**config.mk**
```make
export PLATFORM = sky130hd
export DESIGN_NAME = crc16_command_frame_and_reply_check_unit_flat
export DESIGN_NICKNAME = d
export VERILOG_FILES = /design/src/rtl/crc16cf_pkg.sv /design/src/rtl/crc16cf_req_if.sv /design/src/rtl/crc16cf_rsp_if.sv /design/src/rtl/crc16cf_csr_if.sv /design/src/rtl/crc16_command_frame_and_reply_check_unit.sv /design/src/rtl/crc16cf_queue.sv /design/src/rtl/crc16cf_front.sv /design/src/rtl/crc16cf_back.sv /design/src/flat_wrapper.sv
export VERILOG_INCLUDE_DIRS = /design/src /design/src/rtl
export SDC_FILE = /design/constraint.sdc
export NUM_CORES = 1
export LEC_CHECK = 0
export ABC_AREA = 1
export ABC_CLOCK_PERIOD_IN_PS = 3100
export BUFFER_PORTS_ARGS = -buffer_cell sky130_fd_sc_hd__buf_4
export CAP_MARGIN = 20
export CORE_UTILIZATION = 55
export CTS_CLUSTER_SIZE = 10
export DETAILED_ROUTE_END_ITERATION = 8
export PLACE_DENSITY = 0.77
export SLEW_MARGIN = 0
export SYNTH_ARGS = -nofsm -noshare
export SYNTH_HDL_FRONTEND = slang
export SYNTH_SLANG_ARGS = --single-unit
```
**constraint.sdc**
```tcl
create_clock -name clock -period 3.1 [get_ports clock]
set_input_delay 0.155 -clock clock [delete_from_list [all_inputs] [get_ports clock]]
set_output_delay 0.155 -clock clock [all_outputs]
set_load 0.005 [all_outputs]
```
**src/rtl/crc16_command_frame_and_reply_check_unit_assert.svh**
```systemverilog
// assertion macros for the crc16 frame and reply check unit
`ifndef CRC16_COMMAND_FRAME_AND_REPLY_CHECK_UNIT_ASSERT_SVH
`define CRC16_COMMAND_FRAME_AND_REPLY_CHECK_UNIT_ASSERT_SVH

`ifndef SYNTHESIS
`define CRC16CF_ASSERT_IMP(label, cond, expr) \
   label: assert property (@(posedge clock) disable iff (reset) (cond) |-> (expr)) \
      else $error("assertion failed");
`define CRC16CF_ASSERT_NXT(label, cond, expr) \
   label: assert property (@(posedge clock) disable iff (reset) (cond) |=> (expr)) \
      else $error("assertion failed");
`else
`define CRC16CF_ASSERT_IMP(label, cond, expr)
`define CRC16CF_ASSERT_NXT(label, cond, expr)
`endif

`endif

```
**src/rtl/crc16cf_pkg.sv**
```systemverilog
package crc16cf_pkg;

   localparam logic [15:0] CRC_POLY     = 16'h8005;
   localparam logic [7:0]  FRAME_START  = 8'h03;
   localparam logic [7:0]  FRAME_COUNT  = 8'h07;
   localparam int          LEN_W        = 7;
   localparam logic [6:0]  LEN_RESET    = 7'd7;
   localparam logic [6:0]  LEN_MIN      = 7'd4;
   localparam logic [6:0]  LEN_MAX      = 7'd64;
   localparam logic [6:0]  SEEN_MAX     = 7'd127;
   localparam int          QUEUE_DEPTH  = 4;
   localparam int          QUEUE_AW     = $clog2(QUEUE_DEPTH);
   localparam int          QUEUE_CW     = QUEUE_AW + 1;

   localparam logic ACTION_BUILD = 1'b0;
   localparam logic ACTION_REPLY = 1'b1;
   localparam logic KIND_FRAME   = 1'b0;
   localparam logic KIND_VERDICT = 1'b1;

   typedef enum logic [1:0] {
      STATUS_OK     = 2'd0,
      STATUS_LENGTH = 2'd1,
      STATUS_CRC    = 2'd2
   } status_type;

   typedef enum logic [2:0] {
      IDX_START  = 3'd0,
      IDX_COUNT  = 3'd1,
      IDX_OPCODE = 3'd2,
      IDX_PARAM1 = 3'd3,
      IDX_P2_LO  = 3'd4,
      IDX_P2_HI  = 3'd5,
      IDX_CRC_LO = 3'd6,
      IDX_CRC_HI = 3'd7
   } frame_idx_type;

   typedef struct packed {
      logic        kind;
      logic [7:0]  opcode;
      logic [7:0]  param_first;
      logic [15:0] param_second;
      status_type  status;
   } entry_type;

   function automatic logic [15:0] crc_feed(input logic [15:0] crc, input logic [7:0] data);
      logic [15:0] c;
      c = crc;
      for (int i = 0; i < 8; i++) begin
         if (data[i] != c[15]) begin
            c = {c[14:0], 1'b0} ^ CRC_POLY;
         end else begin
            c = {c[14:0], 1'b0};
         end
      end
      return c;
   endfunction

endpackage

```
**src/rtl/crc16cf_req_if.sv**
```systemverilog
interface crc16cf_req_if;
   logic        valid;
   logic        ready;
   logic        action;
   logic [7:0]  opcode;
   logic [7:0]  param_first;
   logic [15:0] param_second;
   logic [7:0]  reply_byte;
   logic        reply_last;

   modport source (output valid, action, opcode, param_first, param_second, reply_byte,
                   reply_last, input ready);
   modport sink (input valid, action, opcode, param_first, param_second, reply_byte,
                 reply_last, output ready);
endinterface

```
**src/rtl/crc16cf_rsp_if.sv**
```systemverilog
interface crc16cf_rsp_if;
   logic       valid;
   logic       ready;
   logic       kind;
   logic [7:0] frame_byte;
   logic       frame_last;
   logic [1:0] status;

   modport source (output valid, kind, frame_byte, frame_last, status, input ready);
   modport sink (input valid, kind, frame_byte, frame_last, status, output ready);
endinterface

```
**src/rtl/crc16cf_csr_if.sv**
```systemverilog
interface crc16cf_csr_if;
   logic       valid;
   logic       ready;
   logic [6:0] data;

   modport source (output valid, data, input ready);
   modport sink (input valid, data, output ready);
endinterface

```
**src/rtl/crc16_command_frame_and_reply_check_unit.sv**
```systemverilog
// the first result word of a request passes through the queue and then the output register
// reply bytes: one word per cycle while the queue is not full; a non-final byte gives no result
// command frame: eight result words, one per cycle while the result side is ready, set by the frame byte sequencer
// a four-entry queue lets requests keep coming while a frame drains
// synchronous active-high reset: reply length 7, reply check state and queue cleared
`include "crc16_command_frame_and_reply_check_unit_assert.svh"

module crc16_command_frame_and_reply_check_unit
   import crc16cf_pkg::*;
(
   input  logic clock,
   input  logic reset,
   crc16cf_req_if.sink   req_ch,
   crc16cf_rsp_if.source rsp_ch,
   crc16cf_csr_if.sink   csr_ch
);

   logic      q_push;
   entry_type q_push_entry;
   logic      q_full;
   logic      q_pop;
   logic      q_head_valid;
   entry_type q_head;

   crc16cf_front u_front (
      .clock      (clock),
      .reset      (reset),
      .req_ch     (req_ch),
      .csr_ch     (csr_ch),
      .queue_full (q_full),
      .push       (q_push),
      .push_entry (q_push_entry)
   );

   crc16cf_queue u_queue (
      .clock      (clock),
      .reset      (reset),
      .push       (q_push),
      .push_entry (q_push_entry),
      .full       (q_full),
      .pop        (q_pop),
      .head_valid (q_head_valid),
      .head       (q_head)
   );

   crc16cf_back u_back (
      .clock      (clock),
      .reset      (reset),
      .head_valid (q_head_valid),
      .head       (q_head),
      .pop        (q_pop),
      .rsp_ch     (rsp_ch)
   );

   `CRC16CF_ASSERT_IMP(a_pop_has_entry, q_pop, q_head_valid)
   `CRC16CF_ASSERT_IMP(a_verdict_shape, rsp_ch.valid && rsp_ch.kind == KIND_VERDICT, rsp_ch.frame_last && rsp_ch.frame_byte == 8'd0)
   `CRC16CF_ASSERT_IMP(a_frame_status_ok, rsp_ch.valid && rsp_ch.kind == KIND_FRAME, rsp_ch.status == STATUS_OK)
   `CRC16CF_ASSERT_NXT(a_push_fills_queue, q_push && !q_pop, q_head_valid)

endmodule

```
**src/rtl/crc16cf_queue.sv**
```systemverilog
module crc16cf_queue
   import crc16cf_pkg::*;
(
   input  logic      clock,
   input  logic      reset,
   input  logic      push,
   input  entry_type push_entry,
   output logic      full,
   input  logic      pop,
   output logic      head_valid,
   output entry_type head
);

   entry_type               slot_ff [QUEUE_DEPTH];
   logic [QUEUE_AW-1:0]     wr_ptr_ff, wr_ptr_in;
   logic [QUEUE_AW-1:0]     rd_ptr_ff, rd_ptr_in;
   logic [QUEUE_CW-1:0]     count_ff, count_in;

   assign full       = (count_ff == QUEUE_CW'(QUEUE_DEPTH));
   assign head_valid = (count_ff != '0);
   assign head       = slot_ff[rd_ptr_ff];

   always_comb begin
      wr_ptr_in = push ? wr_ptr_ff + 1'b1 : wr_ptr_ff;
      rd_ptr_in = pop ? rd_ptr_ff + 1'b1 : rd_ptr_ff;
      count_in  = count_ff;
      if (push && !pop) begin
         count_in = count_ff + 1'b1;
      end else if (pop && !push) begin
         count_in = count_ff - 1'b1;
      end
   end

   always_ff @(posedge clock) begin
      if (push) begin
         slot_ff[wr_ptr_ff] <= push_entry;
      end
   end

   always_ff @(posedge clock) begin
      if (reset) begin
         wr_ptr_ff <= '0;
         rd_ptr_ff <= '0;
         count_ff  <= '0;
      end else begin
         wr_ptr_ff <= wr_ptr_in;
         rd_ptr_ff <= rd_ptr_in;
         count_ff  <= count_in;
      end
   end

endmodule

```
**src/rtl/crc16cf_front.sv**
```systemverilog
module crc16cf_front
   import crc16cf_pkg::*;
(
   input  logic      clock,
   input  logic      reset,
   crc16cf_req_if.sink req_ch,
   crc16cf_csr_if.sink csr_ch,
   input  logic      queue_full,
   output logic      push,
   output entry_type push_entry
);

   logic [LEN_W-1:0] len_ff;
   logic [15:0]      crc_ff, crc_in;
   logic [LEN_W-1:0] seen_ff, seen_in;
   logic             count_ok_ff, count_ok_in;
   logic             low_ok_ff, low_ok_in;

   logic             accept;
   logic             len_ok;
   logic             high_ok;
   logic [LEN_W-1:0] len_less2;
   logic [LEN_W-1:0] len_less1;
   logic [LEN_W:0]   pos_next;
   status_type       verdict;

   assign csr_ch.ready = 1'b1;
   assign req_ch.ready = !queue_full;
   assign accept       = req_ch.valid && !queue_full;

   assign len_ok    = (len_ff >= LEN_MIN) && (len_ff <= LEN_MAX);
   assign len_less2 = len_ff - LEN_W'(2);
   assign len_less1 = len_ff - LEN_W'(1);
   assign pos_next  = {1'b0, seen_ff} + (LEN_W+1)'(1);

   always_comb begin
      crc_in      = crc_ff;
      seen_in     = seen_ff;
      count_ok_in = count_ok_ff;
      low_ok_in   = low_ok_ff;
      high_ok     = 1'b1;
      verdict     = STATUS_OK;
      push        = 1'b0;

      push_entry.kind         = KIND_FRAME;
      push_entry.opcode       = req_ch.opcode;
      push_entry.param_first  = req_ch.param_first;
      push_entry.param_second = req_ch.param_second;
      push_entry.status       = STATUS_OK;

      if (accept && req_ch.action == ACTION_BUILD) begin
         push = 1'b1;
      end else if (accept) begin
         if (len_ok) begin
            if (seen_ff == '0 && req_ch.reply_byte != {1'b0, len_ff}) begin
               count_ok_in = 1'b0;
            end
            if (seen_ff < len_less2) begin
               crc_in = crc_feed(crc_ff, req_ch.reply_byte);
            end else if (seen_ff == len_less2) begin
               if (req_ch.reply_byte != crc_ff[7:0]) begin
                  low_ok_in = 1'b0;
               end
            end else if (seen_ff == len_less1) begin
               high_ok = (req_ch.reply_byte == crc_ff[15:8]);
            end
         end
         if (seen_ff != SEEN_MAX) begin
            seen_in = seen_ff + 1'b1;
         end

         if (!len_ok || pos_next != {1'b0, len_ff} || !count_ok_in) begin
            verdict = STATUS_LENGTH;
         end else if (!low_ok_in || !high_ok) begin
            verdict = STATUS_CRC;
         end

         if (req_ch.reply_last) begin
            push              = 1'b1;
            push_entry.kind   = KIND_VERDICT;
            push_entry.status = verdict;
            crc_in            = '0;
            seen_in           = '0;
            count_ok_in       = 1'b1;
            low_ok_in         = 1'b1;
         end
      end
   end

   always_ff @(posedge clock) begin
      if (reset) begin
         len_ff      <= LEN_RESET;
         crc_ff      <= '0;
         seen_ff     <= '0;
         count_ok_ff <= 1'b1;
         low_ok_ff   <= 1'b1;
      end else begin
         if (csr_ch.valid) begin
            len_ff <= csr_ch.data;
         end
         crc_ff      <= crc_in;
         seen_ff     <= seen_in;
         count_ok_ff <= count_ok_in;
         low_ok_ff   <= low_ok_in;
      end
   end

endmodule

```
**src/rtl/crc16cf_back.sv**
```systemverilog
module crc16cf_back
   import crc16cf_pkg::*;
(
   input  logic      clock,
   input  logic      reset,
   input  logic      head_valid,
   input  entry_type head,
   output logic      pop,
   crc16cf_rsp_if.source rsp_ch
);

   frame_idx_type idx_ff, idx_in;
   logic [15:0]   crc_ff, crc_in;
   logic          valid_ff, valid_in;
   logic          kind_ff, kind_in;
   logic [7:0]    byte_ff, byte_in;
   logic          last_ff, last_in;
   status_type    status_ff, status_in;

   logic          emit;
   logic [15:0]   crc_base;

   assign emit     = head_valid && (!valid_ff || rsp_ch.ready);
   assign crc_base = (idx_ff == IDX_START) ? '0 : crc_ff;

   always_comb begin
      unique case (idx_ff)
         IDX_START:  byte_in = FRAME_START;
         IDX_COUNT:  byte_in = FRAME_COUNT;
         IDX_OPCODE: byte_in = head.opcode;
         IDX_PARAM1: byte_in = head.param_first;
         IDX_P2_LO:  byte_in = head.param_second[7:0];
         IDX_P2_HI:  byte_in = head.param_second[15:8];
         IDX_CRC_LO: byte_in = crc_ff[7:0];
         IDX_CRC_HI: byte_in = crc_ff[15:8];
         default:    byte_in = '0;
      endcase

      kind_in   = head.kind;
      last_in   = (idx_ff == IDX_CRC_HI);
      status_in = STATUS_OK;
      idx_in    = idx_ff;
      crc_in    = crc_ff;
      pop       = 1'b0;

      if (head.kind == KIND_VERDICT) begin
         byte_in   = '0;
         last_in   = 1'b1;
         status_in = head.status;
         pop       = emit;
      end else if (emit) begin
         idx_in = frame_idx_type'(idx_ff + 3'd1);
         pop    = (idx_ff == IDX_CRC_HI);
         case (idx_ff) inside
            IDX_COUNT, IDX_OPCODE, IDX_PARAM1, IDX_P2_LO, IDX_P2_HI:
               crc_in = crc_feed(crc_base, byte_in);
            default:
               crc_in = crc_base;
         endcase
      end

      if (emit) begin
         valid_in = 1'b1;
      end else if (rsp_ch.ready) begin
         valid_in = 1'b0;
      end else begin
         valid_in = valid_ff;
      end
   end

   always_ff @(posedge clock) begin
      if (reset) begin
         valid_ff <= 1'b0;
         idx_ff   <= IDX_START;
      end else begin
         valid_ff <= valid_in;
         idx_ff   <= idx_in;
      end
   end

   always_ff @(posedge clock) begin
      crc_ff <= crc_in;
      if (emit) begin
         kind_ff   <= kind_in;
         byte_ff   <= byte_in;
         last_ff   <= last_in;
         status_ff <= status_in;
      end
   end

   assign rsp_ch.valid      = valid_ff;
   assign rsp_ch.kind       = kind_ff;
   assign rsp_ch.frame_byte = byte_ff;
   assign rsp_ch.frame_last = last_ff;
   assign rsp_ch.status     = status_ff;

endmodule

```
**src/flat_wrapper.sv**
```systemverilog
// flat-port wrapper written by rule: the top's interface ports become plain ports
module crc16_command_frame_and_reply_check_unit_flat import crc16cf_pkg::*;
  (clock, reset, req_ch_valid, req_ch_action, req_ch_opcode, req_ch_param_first, req_ch_param_second, req_ch_reply_byte, req_ch_reply_last, req_ch_ready, rsp_ch_valid, rsp_ch_kind, rsp_ch_frame_byte, rsp_ch_frame_last, rsp_ch_status, rsp_ch_ready, csr_ch_valid, csr_ch_data, csr_ch_ready);
  crc16cf_req_if req_ch_i ();
  crc16cf_rsp_if rsp_ch_i ();
  crc16cf_csr_if csr_ch_i ();
  input  logic clock;
  input  logic reset;
  input wire logic [$bits(req_ch_i.valid)-1:0] req_ch_valid;
  input wire logic [$bits(req_ch_i.action)-1:0] req_ch_action;
  input wire logic [$bits(req_ch_i.opcode)-1:0] req_ch_opcode;
  input wire logic [$bits(req_ch_i.param_first)-1:0] req_ch_param_first;
  input wire logic [$bits(req_ch_i.param_second)-1:0] req_ch_param_second;
  input wire logic [$bits(req_ch_i.reply_byte)-1:0] req_ch_reply_byte;
  input wire logic [$bits(req_ch_i.reply_last)-1:0] req_ch_reply_last;
  output wire logic [$bits(req_ch_i.ready)-1:0] req_ch_ready;
  output wire logic [$bits(rsp_ch_i.valid)-1:0] rsp_ch_valid;
  output wire logic [$bits(rsp_ch_i.kind)-1:0] rsp_ch_kind;
  output wire logic [$bits(rsp_ch_i.frame_byte)-1:0] rsp_ch_frame_byte;
  output wire logic [$bits(rsp_ch_i.frame_last)-1:0] rsp_ch_frame_last;
  output wire logic [$bits(rsp_ch_i.status)-1:0] rsp_ch_status;
  input wire logic [$bits(rsp_ch_i.ready)-1:0] rsp_ch_ready;
  input wire logic [$bits(csr_ch_i.valid)-1:0] csr_ch_valid;
  input wire logic [$bits(csr_ch_i.data)-1:0] csr_ch_data;
  output wire logic [$bits(csr_ch_i.ready)-1:0] csr_ch_ready;
  assign req_ch_i.valid = req_ch_valid;
  assign req_ch_i.action = req_ch_action;
  assign req_ch_i.opcode = req_ch_opcode;
  assign req_ch_i.param_first = req_ch_param_first;
  assign req_ch_i.param_second = req_ch_param_second;
  assign req_ch_i.reply_byte = req_ch_reply_byte;
  assign req_ch_i.reply_last = req_ch_reply_last;
  assign req_ch_ready = req_ch_i.ready;
  assign rsp_ch_valid = rsp_ch_i.valid;
  assign rsp_ch_kind = rsp_ch_i.kind;
  assign rsp_ch_frame_byte = rsp_ch_i.frame_byte;
  assign rsp_ch_frame_last = rsp_ch_i.frame_last;
  assign rsp_ch_status = rsp_ch_i.status;
  assign rsp_ch_i.ready = rsp_ch_ready;
  assign csr_ch_i.valid = csr_ch_valid;
  assign csr_ch_i.data = csr_ch_data;
  assign csr_ch_ready = csr_ch_i.ready;
  crc16_command_frame_and_reply_check_unit u_core (.clock(clock), .reset(reset), .req_ch(req_ch_i), .rsp_ch(rsp_ch_i), .csr_ch(csr_ch_i));
endmodule
```
* Word level (Yosys, flattened, before mapping)
Memories as Yosys holds them, arrays and structs flattened. A register that Yosys moved wholly into a read port is not among the register bits. Index checks and enable logic that the tools add are counted.
Cells by class: $add $sub $neg 9, order comparisons 3, equality and inequality tests 31, mux-type cells 110, bitwise gates (word level) 19, reduce and logical (&&, ||, !) cells 32
Operators by type and width (count):
- $mux 16 | 70
- $pmux 8 s8 | 1
- $not 3->3 | 16
- $mux 1 | 28
- $ne 1x1->1 | 16
- $ne 8x7->1 | 2
- $eq 3x3->1 const B | 5
- $eq 7x7->1 | 2
- $mux 2 | 7
- $mux 7 | 2
- $reduce_bool 2->1 | 5
- $add 7x1->8 const B | 1
- $eq 8x8->1 | 1
- $logic_not 1->1 | 8
- $ne 8x8->1 | 1
- $add 7x1->7 const B | 1
- $ge 7x3->1 const B | 1
- $le 7x7->1 const B | 1
- $logic_and 1x1->1 | 7
- $logic_not 7->1 | 1
- $lt 7x7->1 | 1
- $ne 7x7->1 const B | 1
- $sub 7x1->7 const B | 1
- $sub 7x2->7 const B | 1
- other kinds (14) | 24
Storage, ports and cells: register bits after elaboration 71, bits in writable memories 140, input bits 54, output and inout bits 15, logic and storage cells 220, memories 1
Memory list:
- u_core.u_queue.slot_ff | words 4, width 35, rd ports 1, clocked after memory_dff 1, wr ports 1, line crc16cf_queue.sv:14 | entry_type slot_ff [QUEUE_DEPTH];

* Logic depth before layout (Yosys ltp)
depth after elaboration 47, mapped depth 27, depth with buffers taken out 26

* Cells and area by module
Synthesis repeated with hierarchy kept, for this count alone.
Second synthesis, totals: cell total of the unflattened synthesis 1090, area, all modules 10669.0 µm²
By module, submodules not included:
- crc16cf_queue | instances 1, cells each 397, area each 5625.4 µm²
- crc16cf_front | instances 1, cells each 407, area each 2816.5 µm²
- crc16cf_back | instances 1, cells each 286, area each 2227.1 µm²

* Worst setup path after synthesis
No wires, ideal clock.
kind register -> register, start register u_core.u_queue.count_ff[0], end memory u_core.u_queue.slot_ff[0][0] in the netlist's numbering, enable pin, library setup time 427 ps, arrival 2422 ps, setup slack 251 ps, cell stages (with the launch flop) 7, clock period less this slack 2849 ps, cell sequence dfxtp_1 inv_1 nand3_1 nand2_1 a21oi_1 inv_1 nor2_1
Between the ends: longest elaborated chain between the ends 7, elaborated cells on any way between the ends 8, those cells by class eq/ne (1); mux (4); reduce/logical (3)
RTL lines:
- start: declaration | line crc16cf_queue.sv:17 | logic [QUEUE_CW-1:0] count_ff, count_in;
- start signal: assignment | line crc16cf_queue.sv:48 | count_ff <= count_in;
- $eq 3x3->1 * | line crc16cf_queue.sv:19 | assign full = (count_ff == QUEUE_CW'(QUEUE_DEPTH));
- $logic_not 1->1 *
- net req_ch_ready | line flat_wrapper.sv:16 | output wire logic [$bits(req_ch_i.ready)-1:0] req_ch_ready;
- $logic_and 1x1->1 * | line crc16cf_front.sv:29 | assign accept = req_ch.valid && !queue_full;
- $mux 1 / $logic_and 1x1->1 (equally long branches) | line crc16cf_front.sv:53, crc16cf_front.sv:51
- $mux 1 * | line crc16cf_front.sv:51 | if (accept && req_ch.action == ACTION_BUILD) begin
- $mux 1 * | line crc16cf_queue.sv:35 | if (push) begin
- $mux 1 (implied by the code) * | line crc16cf_queue.sv:36 | slot_ff[wr_ptr_ff] <= push_entry;
- end: declaration | line crc16cf_queue.sv:14
The timed path passes the listed nets; every way through them passes the cells marked *.

* Final worst setup path
start register u_core.u_back.idx_ff[0], end register u_core.u_back.crc_ff[15] (data pin)
Between the ends: longest elaborated chain between the ends 40, elaborated cells on any way between the ends 57, those cells by class eq/ne (15); mux (32); bitwise (8); reduce/logical (2)
RTL lines:
- start: declaration | line crc16cf_back.sv:12 | frame_idx_type idx_ff, idx_in;
- start signal: assignment | line crc16cf_back.sv:77 | idx_ff <= idx_in;
- $eq 3x3->1, or another cell as far along | line crc16cf_back.sv:27 | unique case (idx_ff)
- $pmux 8 s8 / $mux 16 (equally long branches) | line crc16cf_back.sv:27, crc16cf_back.sv:24
- $ne 1x1->1 / $not 3->3 (equally long branches)
- $mux 16 | line crc16cf_pkg.sv:49 | if (data[i] != c[15]) begin
- $mux 16 | line crc16cf_back.sv:54 | case (idx_ff) inside
- $mux 16 | line crc16cf_back.sv:51 | end else if (emit) begin
- $mux 16 | line crc16cf_back.sv:46 | if (head.kind == KIND_VERDICT) begin
- $ne 1x1->1 | line crc16cf_pkg.sv:49
- (+24 left out)
- $ne 1x1->1 | line crc16cf_pkg.sv:49
- $mux 16 | line crc16cf_pkg.sv:49
- $mux 16 | line crc16cf_back.sv:54
- $mux 16 | line crc16cf_back.sv:51
- $mux 16 | line crc16cf_back.sv:46
- $ne 1x1->1 | line crc16cf_pkg.sv:49
- $mux 16 | line crc16cf_pkg.sv:49
- $mux 16 * | line crc16cf_back.sv:54
- end signal: assignment | line crc16cf_back.sv:82 | crc_ff <= crc_in;
- end: declaration | line crc16cf_back.sv:13 | logic [15:0] crc_ff, crc_in;
Every way passes the cells marked *; elsewhere a longest branch is shown, timed or not. The select of a mux whose other input is x is not followed. A chain may end at the register's enable or synchronous reset.

==> results.txt <==
Status: finished with violations
Failing checks: DRC
Synth area leaders: edfxtp_1 49%, dfxtp_1 8.7%, nand2_1 8.4%, nor2_1 4.7%, o21ai_0 4.4%
CP arrival: 3.19 ns
Worst-path clk slew: 0.06 ns
DRC viols: 2
Area grow syn2layout: 22.5%
Final HPWL DP: 15.6 mm
P_leak: 5.12 nW
Worst Skew: 0.0105 ns
CP max stage cell: dfxtp_2
Port-buffer cells: 67
CP required: 3.38 ns
GRT Util Overall: 25.0%
Rows: 49
First-pass GRT wire length: 38.4 mm
Starting density of the core: 56.8%
Grt total ovfl: 0
Final wirelength: 24.3 mm
Buf/Inv on CP: 4
Yosys reg bits: 213
R2R cell count: 21
Peak VDD IR: 0.515 mV
Critical R2R Launch: u_core.u_back.idx_ff[0]$_SDFFE_PP0P_
Actual slew at the worst max-slew pin: 0.563 ns
# diodes: 0
Sequential area share after synthesis: 57.7%
Max-Cap Viols: 0
Crit. path cell count: 21
Clk network pwr share: 23.1%
Initial antenna violation count: 0
Capturing element type of the critical path: flip-flop
Layout cells sized above 1: 16.1%
Setup tns final: 0 ns
Fmax: 343 MHz
Worst Setup EP: u_core.u_back.crc_ff[15]$_DFFE_PP_
Tmin final: 2.91 ns
Nets@finish: 1322
IO Count: 69
Cells after Synth: 1088
Gpl congestion: 0.938
Clock Path Buffers: 3
Placed cells: 1379
Post-synth EDFFs: 168
Vias: 8083
ANT nets after route: 0
Top-count cell post-synth: nand2_1
H-tree level count: 1
Worst Setup SP: u_core.u_back.idx_ff[0]$_SDFFE_PP0P_
CTS buffer count: 25
Post-synth net total: 1167
Final Cycle Share: 93.9%
PD cells: 882 mW/mm²
R2R Setup Slk: 0.19 ns
Comb pwr share: 42.0%
Area after DPL: 0.0111 mm²
Synth area leader: edfxtp_1
Die area: 0.0193 mm²
Main synth FF type: edfxtp_1
Via count of the first global-routing pass: 7853
DR pass1 iterations: 9
Switching share of power: 37.7%
CP peak stage delay: 0.33 ns
Clock tree root buffer cell: clkbuf_16
Ys async rst share: 0%
Reg-to-reg endpoint: u_core.u_back.crc_ff[15]$_DFFE_PP_
Largest net degree at the start of global routing: 51
DR iter-0 viols: 541
Critical-path cell list: inv_1 -> ha_1 -> nand2_2 -> buf_4 -> buf_4 -> o22ai_1 -> nor3_4 -> xor2_2 -> inv_1 -> nand2_1 -> nand2_1 -> nand2_1 -> nand2_1 -> nand2_1 -> nand2_1 -> nand2_2 -> nand2_2 -> nand2_1 -> nand3_1 -> nand3_1 -> nand2_1
Net switching power: 4.20 mW
Worst path most repeated cell: nand2_1
Post-Layout Cell Count: 1490
Slew headroom: 62.5%
Yosys warnings: 0
Per-cell routed wire length: 16.3 µm
Crit path max-delay family: simple AND/OR/NAND/NOR gates
Final core occ: 69.5%
Final setup viols: 0
CP startpoint kind: flip-flop
Synth top area share: 49.0%
Cell variety after synth: 47
Worst Path Class, Setup: flip-flop to flip-flop
Core area: 0.0181 mm²
Max-slew violation count: 0
TritonCTS clock tree: done
Crit Path Max Fanout: 5
Clk sinks: 213
Post-Syn Area: 0.0103 mm²
HP Class: primary input to flip-flop
Syn_area_per_cell: 9.47 µm²
Die Wd: 139 µm
Seq pwr share: 34.9%
Hold Slack: 0.0184 ns
Synth cell count leaders: 230 x nand2_1, 168 x edfxtp_1, 128 x nor2_1
Clk_lat worst skew: 0.52 ns
Die height: 139 µm
Vias per cell: 5.42
Final Cell Area: 0.0126 mm²
Pint: 6.94 mW
Final Hold Viols: 0
==> what timing repair did <==
item	CTS	global route
endpoints found under the hold margin	138	0
setup buffers	0	16
resized for setup	0	45
endpoints found under the setup margin	0	19
hold buffers	50	0
==> metrics by stage <==
step                setup WS [ns]  power (mW)
detailed placement         0.0453        8.09
floorplan                   0.251        6.83
global route              -0.0515        11.8
CTS                        0.0309        10.7
global placement            0.176        7.97
finish                      0.188        11.1
==> final cells by class <==
type,count,area (µm²)
Fill cell,1340,5530
Tap cell,229,287
Clock buffer,44,697
Timing Repair Buffer,165,1380
Multi-Input combinational cell,717,3830
Sequential cell,213,5950
Inverter,121,470
Clock inverter,1,8.76
==> power by group through the flow <==
stage	combinational, mW	sequential (mW)	clock [mW]
floorplan	2.93	3.89	0
global placement	4.05	3.91	0
detailed placement	4.17	3.93	0
CTS	4.25	3.87	2.61
global route	5.21	3.92	2.71
finish	4.67	3.89	2.58
==> state kept, by name, summed over array words and instances, names as in the netlist, named ones only <==
register and flops:
u_core.u_back.crc_ff 16, u_core.u_back.idx_ff 3, u_core.u_back.rsp_ch.frame_byte 8, u_core.u_back.rsp_ch.frame_last 1, u_core.u_back.rsp_ch.kind 1, u_core.u_back.rsp_ch.status 2, u_core.u_back.rsp_ch.valid 1, u_core.u_front.count_ok_ff 1
u_core.u_front.crc_ff 16, u_core.u_front.len_ff 7, u_core.u_front.low_ok_ff 1, u_core.u_front.seen_ff 7, u_core.u_queue.count_ff 3, u_core.u_queue.rd_ptr_ff 2, u_core.u_queue.slot_ff 140, u_core.u_queue.wr_ptr_ff 2
==> worst min-delay path by stage <==
stage               slack (ns)  depth (start not counted)               startpoint                                      end
finish                    0.02                          4             rsp_ch_ready  u_core.u_back.rsp_ch.valid$_SDFFE_PP0P_
global route              0.04                          4        req_ch_reply_last   u_core.u_front.crc_ff[10]$_SDFFE_PP0P_
CTS                      0.006                          4             rsp_ch_ready  u_core.u_back.rsp_ch.valid$_SDFFE_PP0P_
detailed placement        0.36                          1    req_ch_param_first[4]  u_core.u_queue.slot_ff[2][22]$_DFFE_PP_
global placement          0.36                          1  req_ch_param_second[14]  u_core.u_queue.slot_ff[3][16]$_DFFE_PP_
floorplan                 0.25                          0   req_ch_param_second[8]  u_core.u_queue.slot_ff[0][10]$_DFFE_PP_
==> tightest hold or removal path: stages <==
cell     delay (ns)
buf_4          0.08
nor2_1         0.04
o21ai_0        0.16
inv_1          0.05
==> cell families after synthesis <==
| kind of cell | Yosys count | share of synthesized area (%) |
|---|---|---|
| adders and majority gates | 25 | 3.11 |
| xor gates and xnor gates | 45 | 3.97 |
| buffers and inverters | 158 | 6.56 |
| and+or+nand+nor | 443 | 17.6 |
| DFF | 213 | 57.7 |
| other | 1 | 0.0364 |
| AOI/OAI and AO/OA | 203 | 11.0 |
==> cells in the final DEF (no fill, tap or decap), drive strengths merged, types with 23 or more instances in the layout <==
| master | count |
|---|---|
| dlygate4sd3 | 50 |
| a21oi | 58 |
| clkbuf | 44 |
| ha | 24 |
| buf | 115 |
| xnor2 | 23 |
| edfxtp | 168 |
| inv | 119 |
| dfxtp | 45 |
| o21ai | 97 |
| nor2 | 128 |
| nand3 | 54 |
| nand2 | 230 |
==> metal layers <==
metal  up-vias  routed length, µm  GRT usage, %
li1       3975                  -             -
met1      3792              10200          31.7
met2       277              12100          43.4
met3        39               1520          3.25
met4         0                546          9.88
met5         -                  0             0
(Power assumes the default switching activity.)
